File: config.mk
export PLATFORM = sky130hd
export DESIGN_NAME = ppa_ctrl
export DESIGN_NICKNAME = d
export VERILOG_FILES = /design/src/rtl/core/ppa_pkg.sv /design/src/rtl/core/ppa_ctrl.sv
export SDC_FILE = /design/constraint.sdc
export NUM_CORES = 1
export LEC_CHECK = 0
export ABC_CLOCK_PERIOD_IN_PS = 3570
export BUFFER_PORTS_ARGS = -buffer_cell sky130_fd_sc_hd__buf_2
export CAP_MARGIN = 20
export CORE_AREA = 2 2 39 41
export DETAILED_ROUTE_END_ITERATION = 10
export DIE_AREA = 0 0 41 43
export PLACE_DENSITY = 0.4
export SYNTH_ARGS = -nofsm -noshare
export SYNTH_HDL_FRONTEND = slang
export SYNTH_SLANG_ARGS = --single-unit
File: constraint.sdc
create_clock -name clk -period 3.57 [get_ports clk]
set_clock_uncertainty 0.2 [all_clocks]
set_input_delay 0.357 -clock clk [delete_from_list [all_inputs] [get_ports clk]]
set_output_delay 0.357 -clock clk [all_outputs]
set_load 0.02 [all_outputs]
File: src/rtl/core/ppa_pkg.sv
// Types, codes and constants of the per-CPU page allocator.
`timescale 1ns / 1ps

package ppa_pkg;

	localparam int NUM_CPUS_DEF  = 8;
	localparam int NUM_PAGES_DEF = 32768;

	localparam int FUNC_W     = 2;
	localparam int CPU_ID_W   = 3;
	localparam int ADDR_W     = 32;
	localparam int STATUS_W   = 2;
	localparam int PAGE_OFS_W = 12;
	localparam int PAGE_W     = 20;
	localparam int LIMIT_W    = 21;
	localparam int CNT_W      = 32;
	localparam int CFG_IDX_W  = 1;
	localparam int PAGE_SPACE = 1 << PAGE_W;

	localparam logic [PAGE_W-1:0]  BASE_RST  = 20'd524288;
	localparam logic [LIMIT_W-1:0] LIMIT_RST = 21'd557056;

	localparam logic [FUNC_W-1:0] FUNC_ALLOC = 2'd0;
	localparam logic [FUNC_W-1:0] FUNC_FREE  = 2'd1;
	localparam logic [FUNC_W-1:0] FUNC_INIT  = 2'd2;

	localparam logic [STATUS_W-1:0] ST_DONE     = 2'd0;
	localparam logic [STATUS_W-1:0] ST_OOM      = 2'd1;
	localparam logic [STATUS_W-1:0] ST_BAD_ADDR = 2'd2;

	localparam logic [CFG_IDX_W-1:0] REG_POOL_BASE  = 1'b0;
	localparam logic [CFG_IDX_W-1:0] REG_POOL_LIMIT = 1'b1;

	typedef struct packed {
		logic accept_alloc;
		logic accept_free;
		logic accept_init;
		logic accept_nop;
		logic fill;
		logic alloc_wb;
	} ppa_cmd_t;

	typedef struct packed {
		logic alloc_found;
		logic init_empty;
		logic fill_last;
	} ppa_sts_t;

endpackage

File: src/rtl/core/ppa_ctrl.sv
// Controller state machine of the per-CPU page allocator.
`timescale 1ns / 1ps

module ppa_ctrl (
	input  logic                          clk,
	input  logic                          arst_n,
	input  logic                          start,
	input  logic [ppa_pkg::FUNC_W-1:0]    func,
	input  ppa_pkg::ppa_sts_t             sts,
	output ppa_pkg::ppa_cmd_t             cmd,
	output logic                          busy
);

	localparam logic [1:0] S_IDLE  = 2'd0;
	localparam logic [1:0] S_ALLOC = 2'd1;
	localparam logic [1:0] S_FILL  = 2'd2;

	logic [1:0] state_q;
	logic [1:0] state_d;

	always_comb begin
		cmd     = '0;
		state_d = state_q;
		unique case (state_q)
			S_IDLE: begin
				if (start) begin
					unique case (func)
						ppa_pkg::FUNC_ALLOC: begin
							cmd.accept_alloc = 1'b1;
							if (sts.alloc_found) begin
								state_d = S_ALLOC;
							end
						end
						ppa_pkg::FUNC_FREE: begin
							cmd.accept_free = 1'b1;
						end
						ppa_pkg::FUNC_INIT: begin
							cmd.accept_init = 1'b1;
							if (!sts.init_empty) begin
								state_d = S_FILL;
							end
						end
						default: begin
							cmd.accept_nop = 1'b1;
						end
					endcase
				end
			end
			S_ALLOC: begin
				cmd.alloc_wb = 1'b1;
				state_d      = S_IDLE;
			end
			S_FILL: begin
				cmd.fill = 1'b1;
				if (sts.fill_last) begin
					state_d = S_IDLE;
				end
			end
			default: begin
				state_d = S_IDLE;
			end
		endcase
	end

	always_ff @(posedge clk or negedge arst_n) begin
		if (!arst_n) begin
			state_q <= S_IDLE;
		end else begin
			state_q <= state_d;
		end
	end

	assign busy = (state_q != S_IDLE);

endmodule

=== Yosys cells after proc, flatten, opt, wreduce, memory -nomap -nowiden ===
Cells that the tools add are included.
W data, S select, Z words.

* Register bits after elaboration: 2
* Bits of input ports: 8
* Output and inout port bits: 7

* Equality and inequality tests: 9
* Multiplexer cells: 14
* Reductions and logical operators: 5

{| class="wikitable"
|+ Operators by type and width
! cell !! number
|-
| $mux W2 || 4
|-
| $mux W4 || 2
|-
| $pmux W2 S2 || 2
|-
| $mux W1 || 6
|-
| $ne A3 B3 Y1 const B || 2
|-
| $reduce_and A5 Y1 || 1
|-
| $eq A2 B1 Y1 const B || 2
|-
| $eq A2 B2 Y1 const B || 2
|-
| $logic_not A2 Y1 || 2
|-
| $ne A2 B2 Y1 const B || 2
|-
| $ne A3 B1 Y1 const B || 1
|-
| $reduce_or A3 Y1 || 1
|-
| $reduce_bool A2 Y1 || 1
|}

=== Logic depth before layout (Yosys ltp) ===
* Depth in word-level cells: 5
* Mapped depth: 2
* Mapped depth without buffers: 2

=== Least setup slack after synthesis ===
OpenSTA, ideal clock, no wires.

* Path kind: flip-flop to output port
* Start: register state_q[1]
* End: output port cmd[4] (netlist name)
* Data arrival time: 1.230 ns
* Data required time: 3.013 ns
* Setup slack: 1.783 ns
* Stages on the path, launching flop included: 3
* Buffers on the path: 0
* Cell sequence: dfrtp_1 or2_1 nor3_1

{| class="wikitable"
|+ RTL lines
! item !! line !! text
|-
| start: declaration || ppa_ctrl.sv:18 || <nowiki>logic [1:0] state_q;</nowiki>
|-
| start signal: assignment || ppa_ctrl.sv:69 || <nowiki>state_q <= state_d;</nowiki>
|-
| end: declaration || ppa_ctrl.sv:10 || <nowiki>output ppa_pkg::ppa_cmd_t cmd,</nowiki>
|}

==> run_results.csv <==
group,metric,value,unit
timing,rsz0062_at_grt,"false",
grt,grt_max_degree,6,
timing,slew_headroom,85.6,%
setup_path,cp_num_buf_inv,1,
routing,ant_nets,0,
die,chipHeight,43,microns
timing,worst_slack,1.55,ns
timing,slew_violations,0,
power,power.density,369,nW/um^2
timing,period_needed,2.02,ns
clocking,cts-root-buf,"clkbuf_4",
clocking,cts.sinks,2,
routing,wire_per_inst,9.58,microns
setup_path,required,3.01,ns
grt,grt_pass1_vias,173,
die,core-area,1380,sq um
synth,synthAdderAreaFrac,0,%
power,leakagePower,0.000156,uW
place,gp_congestion,0.610,
clocking,h-tree-depth,1,
timing,setup_tns,0,ns
setup_path,crit_path_start_kind,"register",
die,die_area,1760,sq um
die,ios,15,
routing,dr_total_vias,192,
setup_path,cp_top_family,"simple AND/OR/NAND/NOR gates",
setup_path,crit_path_end_kind,"output port",
setup_path,reg2reg_slack,2.16,ns
die,die_w,41,microns
synth,yosys.area_share.simple,54.3,%
timing,hold_violations,0,
cells_and_area,nets,44,
synth,synthesis.area,145,sq um
cells_and_area,diodes,0,
worst_hold_path,holdCritPathClass,"in2reg",
clocking,cts_tree,"yes",
clocking,cts-buffers-inserted,3,
cells_and_area,layout-drive-gt1-share,58.8,%
synth,syn_inst,16,
synth,synth_compound_area_share,6.03,%
synth,syn_area_per_cell,9.07,sq um
synth,synth_area_leader_cell,"dfrtp_1",
setup_path,critPathArrivalTime,1.47,ns
synth,synth_xor_area_share,0,%
grt,antenna_found_initial,0,
synth,yosysSeqAreaShare,34.5,%
clocking,cts-resized-gates,0,
setup_path,slowest_delay,0.56,ns
worst_hold_path,min_from,"sts[0]",
flow_run,maxCapViolations,0,
place,io_buffers,14,
synth,synth_seq_cells,2,
power,peakVddDrop,0.0940,mV
setup_path,crit_slowest_cell,"or4b_4",
synth,synthMuxAreaShare,0,%
cells_and_area,finalNonFillerCells,50,
grt,globalRouteOverflowTotal,0,
timing,setup_viol,0,
status,outcome,"finished clean",
cells_and_area,largest_reg_flops,2,
timing,fmax,494,MHz
grt,grt_use_total,7.83,%
cells_and_area,fillers,158,
routing,firstDrtPassIters,4,
synth,synth_cell_types,12,
timing,min_period_over_period,56.7,%
clocking,clockBufferDepth,2,
cells_and_area,largest-register,"state_q",
place,pre_cts_ws,1.77,ns
cells_and_area,final_common_cell,"buf_2",
routing,drtIter0Drc,13,
place,dpl.cell_count,46,
setup_path,rr_startpoint,"state_q[1]",
grt,grt_first_pass_wirelength,821,microns
cells_and_area,final_cell_mix,"buf_2, nor2_1, clkbuf_4",
cells_and_area,reg_top3,"state_q x2",
cells_and_area,area_growth,84.5,%
setup_path,crit_fanout,5,
clocking,clk_pin_slew_worst_paths,0.03,ns
synth,netlist.area_leader.share,34.5,%
synth,synth_top_family_by_area,"simple AND/OR/NAND/NOR gates",
synth,synth_nets,24,
clocking,clk-insertion-delay-late,0.23,ns
synth,synth_area_leaders,"dfrtp_1, or4b_4, nor3b_2",
die,initial_core_util,10.5,%
setup_path,crit_start,"state_q[1]",
timing,tightest_slew,0.216,ns
die,num_rows,14,
synth,yosys_warnings,0,
setup_path,path_class,"reg2out",
routing,drc,0,
routing,routed_wl,479,microns
power,p_total,98.7,uW
setup_path,crit_chain,"or4b_4, nor2_1, buf_2",
routing,viasPerCell,3.84,
-- path summary, 6_finish.rpt --
path | endpoint | cells after the start
worst max-delay path | cmd[5] | 3
max in group asynchronous | state_q[1] | 2
worst max register to register | state_q[0] | 2
min in group asynchronous | state_q[0] | 2
worst min register to register | state_q[0] | 2
worst min-delay path | state_q[1] | 2
-- routing by layer --
layer  up-vias  track usage, %  wire length (microns)
met2        19            6.25                    127
met4         0            6.00                      8
met3         2            8.90                    112
li1         93               -                      -
met5         -               0                      0
met1        78            10.3                    231
-- per-stage QoR --
stage          hold slack (ns)  utilization [%]  cell area [sq um]
2_1_floorplan           -0.139                -                145
3_3_place_gp           -0.0533             17.0                235
3_5_place_dp           -0.0565             17.0                235
4_1_cts                  0.110             19.3                268
5_1_grt                  0.116             19.3                268
6_report                 0.119             19.3                268
-- area by class of cell --
cell class / instances / area (sq um) / area share (%)
timing repair buffer: 15 / 80.1 / 29.9
clock buffer: 3 / 22.5 / 8.41
tap: 16 / 20.0 / 7.48
inverter: 2 / 7.51 / 2.80
sequential: 2 / 50.0 / 18.7
multi-input combinational: 12 / 87.6 / 32.7
-- cell families after synthesis --
kind of cell           count (synthesis)
buffers and inverters                  2
AOI/OAI and AO/OA                      1
and+or+nand+nor                       11
DFF                                    2
-- where the power goes --
part           total [uW]  internal [uW]  switching (uW)  leakage, uW
combinational        22.3           10.0            12.2     0.000115
clock                51.5           37.2            14.3    0.0000138
sequential           24.9           23.8            1.11    0.0000273
-- Yosys cell counts (all sizes together) --
cell     n
nand2b   1
nand4bb  1
and2b    1
o32ai    1
inv      2
nand2    1
nor3     1
nor3b    1
or2      1
or4b     1
dfrtp    2
nor2     3
-- repair_timing --
action,CTS,global route
buffers inserted,0,0
hold buffers,1,0
endpoints found under the hold margin,2,0
No activity file was read; power rests on OpenSTA's default activity.
